`src/sv/max_profit_k_transactions_top_defines.svh`:
```
`ifndef MAX_PROFIT_K_TRANSACTIONS_TOP_DEFINES_SVH
`define MAX_PROFIT_K_TRANSACTIONS_TOP_DEFINES_SVH

// Same-cycle implication, checked only outside reset.
`define MPK_ASSERT_NOW(label, clk, rst_n, ante, cons, msg) \
    label: assert property (@(posedge clk) disable iff (!(rst_n)) (ante) |-> (cons)) \
        else $error(msg);

// Next-cycle implication, checked only outside reset.
`define MPK_ASSERT_NEXT(label, clk, rst_n, ante, cons, msg) \
    label: assert property (@(posedge clk) disable iff (!(rst_n)) (ante) |=> (cons)) \
        else $error(msg);

`endif

```
`src/sv/mpk_pkg.sv`:
```
`default_nettype none

package mpk_pkg;

    localparam int MAX_TRANS_DEF  = 16;
    localparam int PRICE_BITS_DEF = 16;
    localparam int PRICE_W        = 16;
    localparam int PROFIT_W       = 20;
    localparam int K_W            = 5;
    localparam logic [K_W-1:0] K_RESET = 5'd1;

    typedef struct packed {
        logic en;
        logic clr;
    } t_cell_ctrl;

endpackage

`default_nettype wire

```
`src/sv/mpk_cell.sv`:
```
`default_nettype none

module mpk_cell
    import mpk_pkg::*;
#(
    parameter int PB = PRICE_BITS_DEF,
    parameter int W  = PRICE_BITS_DEF + 7
) (
    input  wire logic                i_clk,
    input  wire logic                i_rst_n,
    input  wire t_cell_ctrl          i_ctrl,
    input  wire logic [PB-1:0]       i_price,
    input  wire logic signed [W-1:0] i_prev_sale,
    output logic signed [W-1:0]      o_sale,
    output logic signed [W-1:0]      o_sale_next
);

    localparam logic signed [W-1:0] HOLD_NONE = {1'b1, {(W-1){1'b0}}};

    logic signed [W-1:0] r_hold;
    logic signed [W-1:0] r_sale;
    logic signed [W-1:0] n_hold;
    logic signed [W-1:0] n_sale;
    logic signed [W-1:0] w_price;
    logic signed [W-1:0] w_buy;
    logic signed [W-1:0] w_sell;

    always_comb begin
        w_price = $signed(W'(i_price));
        w_buy   = i_prev_sale - w_price;
        w_sell  = r_hold + w_price;
        n_hold  = (w_buy > r_hold) ? w_buy : r_hold;
        n_sale  = (w_sell > r_sale) ? w_sell : r_sale;
    end

    always_ff @(posedge i_clk) begin
        if (!i_rst_n) begin
            r_hold <= HOLD_NONE;
            r_sale <= '0;
        end else if (i_ctrl.en) begin
            if (i_ctrl.clr) begin
                r_hold <= HOLD_NONE;
                r_sale <= '0;
            end else begin
                r_hold <= n_hold;
                r_sale <= n_sale;
            end
        end
    end

    assign o_sale      = r_sale;
    assign o_sale_next = n_sale;

endmodule

`default_nettype wire

```
`src/sv/max_profit_k_transactions_top.sv`:
```
// Channel   Direction  Handshake                 Payload
// in        request    i_in_valid / o_in_stall   i_price, i_last_day
// out       result     o_out_valid / i_out_stall o_max_profit
// cfg       write      i_cfg_valid / o_cfg_ready i_cfg_max_transactions
//
// One price is taken per cycle unless stalled; each cell does two adds and two compares.
// A result appears in the output register in the cycle after its last-day price is taken.
// Reset is synchronous; it clears all cells and sets the transaction count to one.
// The input stalls only while a finished result is held and the output is stalled.
`default_nettype none

`include "max_profit_k_transactions_top_defines.svh"

module max_profit_k_transactions_top
    import mpk_pkg::*;
#(
    parameter int MAX_TRANS  = MAX_TRANS_DEF,
    parameter int PRICE_BITS = PRICE_BITS_DEF
) (
    input  wire logic                i_clk,
    input  wire logic                i_rst_n,
    input  wire logic                i_in_valid,
    output logic                     o_in_stall,
    input  wire logic [PRICE_W-1:0]  i_price,
    input  wire logic                i_last_day,
    output logic                     o_out_valid,
    input  wire logic                i_out_stall,
    output logic [PROFIT_W-1:0]      o_max_profit,
    input  wire logic                i_cfg_valid,
    output logic                     o_cfg_ready,
    input  wire logic [K_W-1:0]      i_cfg_max_transactions
);

    localparam int PE    = (PRICE_BITS < PRICE_W) ? PRICE_BITS : PRICE_W;
    localparam int W     = PE + $clog2(MAX_TRANS + 1) + 2;
    localparam int KI_W  = $clog2(MAX_TRANS + 1);
    localparam int EXT_W = (W > PROFIT_W) ? W : PROFIT_W;

    logic [K_W-1:0]      r_k;
    logic                r_out_valid;
    logic [PROFIT_W-1:0] r_max_profit;
    logic                w_accept;
    t_cell_ctrl          w_ctrl;
    logic [PE-1:0]       w_price;
    logic [KI_W-1:0]     w_kidx;
    logic signed [W-1:0] w_sale [0:MAX_TRANS];
    logic signed [W-1:0] w_sale_next [0:MAX_TRANS];
    logic signed [W-1:0] w_sel;
    logic [EXT_W-1:0]    w_ext;

    assign o_cfg_ready = 1'b1;
    assign o_in_stall  = r_out_valid & i_out_stall;
    assign w_accept    = i_in_valid & ~o_in_stall;
    assign w_price     = i_price[PE-1:0];
    assign w_ctrl.en   = w_accept;
    assign w_ctrl.clr  = i_last_day;

    assign w_sale[0]      = '0;
    assign w_sale_next[0] = '0;

    for (genvar j = 1; j <= MAX_TRANS; j++) begin : g_cell
        mpk_cell #(
            .PB (PE),
            .W  (W)
        ) u_cell (
            .i_clk       (i_clk),
            .i_rst_n     (i_rst_n),
            .i_ctrl      (w_ctrl),
            .i_price     (w_price),
            .i_prev_sale (w_sale[j-1]),
            .o_sale      (w_sale[j]),
            .o_sale_next (w_sale_next[j])
        );
    end

    always_comb begin
        if (32'(r_k) > MAX_TRANS) begin
            w_kidx = KI_W'(MAX_TRANS);
        end else begin
            w_kidx = KI_W'(r_k);
        end
        w_sel = w_sale_next[w_kidx];
        w_ext = EXT_W'($unsigned(w_sel));
    end

    always_ff @(posedge i_clk) begin
        if (!i_rst_n) begin
            r_k <= K_RESET;
        end else if (i_cfg_valid && o_cfg_ready) begin
            r_k <= i_cfg_max_transactions;
        end
    end

    always_ff @(posedge i_clk) begin
        if (!i_rst_n) begin
            r_out_valid <= 1'b0;
        end else if (w_accept && i_last_day) begin
            r_out_valid <= 1'b1;
        end else if (!i_out_stall) begin
            r_out_valid <= 1'b0;
        end
    end

    always_ff @(posedge i_clk) begin
        if (w_accept && i_last_day) begin
            r_max_profit <= w_ext[PROFIT_W-1:0];
        end
    end

    assign o_out_valid  = r_out_valid;
    assign o_max_profit = r_max_profit;

    `MPK_ASSERT_NEXT(a_last_gives_result, i_clk, i_rst_n, w_accept && i_last_day,
        o_out_valid, "A last-day request did not produce a result.")
    `MPK_ASSERT_NEXT(a_last_clears_cells, i_clk, i_rst_n, w_accept && i_last_day,
        w_sale[1] == '0, "The cells were not cleared after a last-day request.")
    `MPK_ASSERT_NOW(a_stall_only_when_full, i_clk, i_rst_n, o_in_stall,
        r_out_valid, "The input stalled without a held result.")
    `MPK_ASSERT_NEXT(a_zero_k_zero_profit, i_clk, i_rst_n,
        w_accept && i_last_day && (r_k == '0),
        o_max_profit == '0, "A transaction count of zero gave a nonzero profit.")

endmodule

`default_nettype wire

```
`config.mk`:
```
export PLATFORM = sky130hd
export DESIGN_NAME = max_profit_k_transactions_top
export DESIGN_NICKNAME = d
export VERILOG_FILES = /design/src/sv/mpk_pkg.sv /design/src/sv/mpk_cell.sv /design/src/sv/max_profit_k_transactions_top.sv
export VERILOG_INCLUDE_DIRS = /design/src /design/src/sv
export SDC_FILE = /design/constraint.sdc
export NUM_CORES = 2
export LEC_CHECK = 0
export ABC_AREA = 1
export ABC_CLOCK_PERIOD_IN_PS = 7800
export BUFFER_PORTS_ARGS = -buffer_cell sky130_fd_sc_hd__buf_2
export CORE_MARGIN = 8
export CORE_UTILIZATION = 41
export DETAILED_ROUTE_END_ITERATION = 8
export MAX_ROUTING_LAYER = met4
export PLACE_DENSITY_LB_ADDON = 0.08
export REMOVE_ABC_BUFFERS = 1
export SLEW_MARGIN = 10
export SYNTH_ARGS = -nofsm -noshare
export SYNTH_HDL_FRONTEND = slang
export SYNTH_SLANG_ARGS = --single-unit
export TNS_END_PERCENT = 50
```
`constraint.sdc`:
```
create_clock -name i_clk -period 7.8 [get_ports i_clk]
set_clock_uncertainty 0.05 [all_clocks]
set_input_delay 0.78 -clock i_clk [delete_from_list [all_inputs] [get_ports i_clk]]
set_output_delay 0.78 -clock i_clk [all_outputs]
set_load 0.02 [all_outputs]
```
==> results.py <==
metrics = {
    "floorplan": {
        "pin_count": 50,
        "coreArea_um2": 210000,
        "die-height_um": 475,
        "rows": 168,
        "die_x_um": 475,
        "start_util_pct": 41.2,
        "die-area_um2": 226000,
    },
    "timing": {
        "report.final.slew_viol_count": 0,
        "fin_ws_ns": 1.52,
        "final-hold-violation-count": 0,
        "slew_headroom_pct": 18.7,
        "period_needed_ns": 6.28,
        "grt_setup_unrepaired": "false",
        "period_share_pct": 80.5,
        "setup_violations": 0,
        "worst_pin_slew_ns": 1.22,
        "max_freq_mhz": 159,
    },
    "routing": {
        "drt_pass1_iterations": 6,
        "wl_per_cell_um": 23.4,
        "vias": 95100,
        "antenna_left": 0,
        "vias_per_cell": 5.63,
        "drt_iter0_markers": 9390,
        "drc_errors": 0,
        "finalWirelength_mm": 395,
    },
    "cts": {
        "cts_sinks": 757,
        "clock_latency_ns": 0.79,
        "cts_buffers": 108,
        "cts.path.max_buffers": 3,
        "hold_buffers": 0,
        "root_buffer": "clkbuf_16",
        "cts_tree": "done",
        "post_cts_resized": 0,
        "postCtsSetupRepairBufs": 0,
        "clkTransAtPathRegs_ns": 0.06,
        "cts_max_level": 3,
    },
    "setup_path": {
        "reg2reg_depth": 28,
        "cp_top_family": "simple AND/OR/NAND/NOR gates",
        "crit_type": "in2reg",
        "cp_num_buf_inv": 5,
        "crit_path_end_kind": "flip-flop",
        "cp_num_cells": 28,
        "cp_data_required_time_ns": 8.38,
        "max_stage_delay_ns": 0.75,
        "crit_path_start_kind": "input pin",
        "crit_top_cell": "nand2_1",
        "r2r_start": "g_cell[5].u_cell.r_hold[0]$_SDFFE_PN0P_",
        "critPathMaxFanout": 25,
        "critPathArrivalTime_ns": 6.86,
        "r2r_end": "o_max_profit[9]$_DFFE_PP_",
        "crit_slowest_cell": "buf_2",
        "r2r_slack_ns": 1.89,
    },
    "logic_synthesis": {
        "ys_ff_latch": 757,
        "ys_seq_area_share_pct": 17.7,
        "yosysUniqueCellTypes": 65,
        "yosys_warnings": 0,
        "synth_area_um2": 86500,
        "netlist_instances": 14100,
        "synth.avg_cell_area_um2": 6.15,
    },
    "hold_path": {
        "worstHoldStart": "i_cfg_max_transactions[0]",
        "holdPathStages": 3,
        "hp-class": "in2reg",
        "min_to": "r_k[0]$_SDFFE_PN1P_",
    },
    "power": {
        "leakage_nw": 45.6,
        "peakVddDrop_mv": 0.338,
        "p_total_w": 0.0347,
        "power.density_nw_per_um2": 371,
    },
    "global_routing": {
        "grt_pass1_vias": 87300,
        "grt-ovfl-total": 0,
        "track_usage_pct": 34.4,
        "antenna_found_initial": 27,
        "grt_max_degree": 166,
        "grt_pass1_wl_mm": 573,
    },
    "placed_design": {
        "dpl_cell_area_um2": 89800,
        "dp_slack_ns": 0.870,
        "place_congestion": 1.04,
        "io_buffers": 48,
        "hpwl_mm": 307,
    },
    "cells_and_area": {
        "layout-area-overhead-vs-synth_pct": 8.08,
        "drive_gt1_share_pct": 3.56,
        "final_util_pct": 44.6,
        "nNetsFinal": 15300,
        "n_fill_cell": 22800,
        "fin_area_um2": 93500,
    },
    "status": {
        "status": "completed",
    },
    "job": {
        "max_cap_viol_count": 0,
    },
}
[worst max-delay path by stage]
stage / from / end
2_1_floorplan: i_out_stall / g_cell[11].u_cell.o_sale[0]$_SDFFE_PN0P_
3_3_place_gp: i_price[11] / o_max_profit[9]$_DFFE_PP_
3_5_place_dp: i_price[5] / g_cell[4].u_cell.r_hold[21]$_SDFFE_PN0P_
4_1_cts: i_price[5] / g_cell[4].u_cell.r_hold[21]$_SDFFE_PN0P_
5_1_grt: i_price[5] / g_cell[4].u_cell.r_hold[17]$_SDFFE_PN0P_
6_report: i_price[11] / o_max_profit[9]$_DFFE_PP_
[synth_stat cells (all sizes together)]
library cell | n | share of area, %
conb | 1 | 0.0043
nand2 | 4063 | 18
ha | 1228 | 18
buf | 187 | 1.2
a21oi | 1516 | 8.8
nor2 | 956 | 4.2
nor3b | 13 | 0.11
a21boi | 22 | 0.19
xnor2 | 109 | 1.1
a31o | 3 | 0.030
a2111oi | 1 | 0.010
clkbuf | 216 | 1.0
o31ai | 11 | 0.10
clkinv | 6 | 0.026
inv | 1931 | 8.4
fa | 31 | 0.72
and3 | 6 | 0.043
o211ai | 24 | 0.21
nand3b | 50 | 0.44
o211a | 2 | 0.023
and2 | 9 | 0.065
o221a | 1 | 0.013
nand4 | 353 | 2.6
nor4b | 4 | 0.040
xor2 | 408 | 4.1
o21bai | 41 | 0.36
a31oi | 39 | 0.28
o21ai | 435 | 2.5
nor2b | 2 | 0.014
or2 | 9 | 0.065
o21a | 27 | 0.23
o22ai | 42 | 0.30
edfxtp | 20 | 0.69
a21o | 58 | 0.50
o311ai | 2 | 0.020
a41oi | 5 | 0.051
o221ai | 4 | 0.040
dfxtp | 737 | 17
nor4 | 48 | 0.36
nor3 | 116 | 0.69
a211oi | 3 | 0.026
nand3 | 1336 | 7.8
dlygate4sd1 | 2 | 0.020
nand2b | 1 | 0.0072
[tightest hold or removal path: cells and delay by family]
kind / cells / cell delay, ns
AOI/OAI and AO/OA: 2 / 0.11
buffers and inverters: 1 / 0.08
[state kept, by name (all words and copies together) (netlist names)]
signal / count
o_max_profit: 20
g_cell.u_cell.o_sale: 368
r_k: 5
o_out_valid: 1
g_cell.u_cell.r_hold: 363
[power breakdown]
| part | total [W] | switching (W) | internal (W) |
|---|---|---|---|
| registers | 0.00600 | 0.00119 | 0.00481 |
| clock network | 0.00532 | 0.00223 | 0.00309 |
| logic | 0.0234 | 0.0159 | 0.00745 |
| total | 0.0347 | 0.0194 | 0.0153 |
[layout make-up]
type	instances	area [µm²]	area share, %
repair buffers	210	1620	1.74
clock buffers	161	3240	3.46
inverters	1937	7300	7.80
clock inverters	40	448	0.479
multi-input cells	11000	62000	66.3
flip-flops and latches	757	15400	16.4
well taps	2805	3510	3.75
diodes	9	22.5	0.0241
[cell families after synthesis]
family / after synthesis / synth area share, %
other: 1 / 0.00433
adder cells (fa/ha/maj): 1259 / 18.5
AO/OA/AOI/OAI: 2236 / 13.7
AND/OR/NAND/NOR: 6966 / 34.2
XOR/XNOR: 517 / 5.24
buffers and inverters: 2342 / 10.6
flip-flops: 757 / 17.7
[cells in the final DEF, fill, tap and decap left out, types with 58 or more instances in the layout]
| cell type | count |
|---|---|
| nand2_1 | 4040 |
| inv_1 | 1906 |
| a21oi_1 | 1513 |
| nand3_1 | 1323 |
| ha_1 | 1228 |
| nor2_1 | 938 |
| dfxtp_1 | 737 |
| xor2_1 | 408 |
| o21ai_0 | 406 |
| nand4_1 | 345 |
| buf_4 | 157 |
| nor3_1 | 112 |
| clkbuf_16 | 112 |
| xnor2_1 | 108 |
| a21o_1 | 58 |
[per-layer routing]
metal  track usage [%]  share of wire, %  vias up  routed length [µm]
li1                  -                 -    46200                   -
met1              47.0                46    44900              180000
met2              52.6                43     3460              171000
met3              4.10               7.1      550               28000
met4              11.6               4.0        0               15600
met5                 -                 0        -                   0
[metrics by stage]
step / TNS (ns) / hold WS, ns / cells
5_1_grt: 0 / 0.163 / 16900
2_1_floorplan: -7217.57 / 0.391 / 13700
3_3_place_gp: 0 / 0.401 / 16700
6_report: 0 / 0.169 / 16900
3_5_place_dp: 0 / 0.405 / 16700
4_1_cts: 0 / 0.114 / 16900
(Power assumes the default switching activity.)
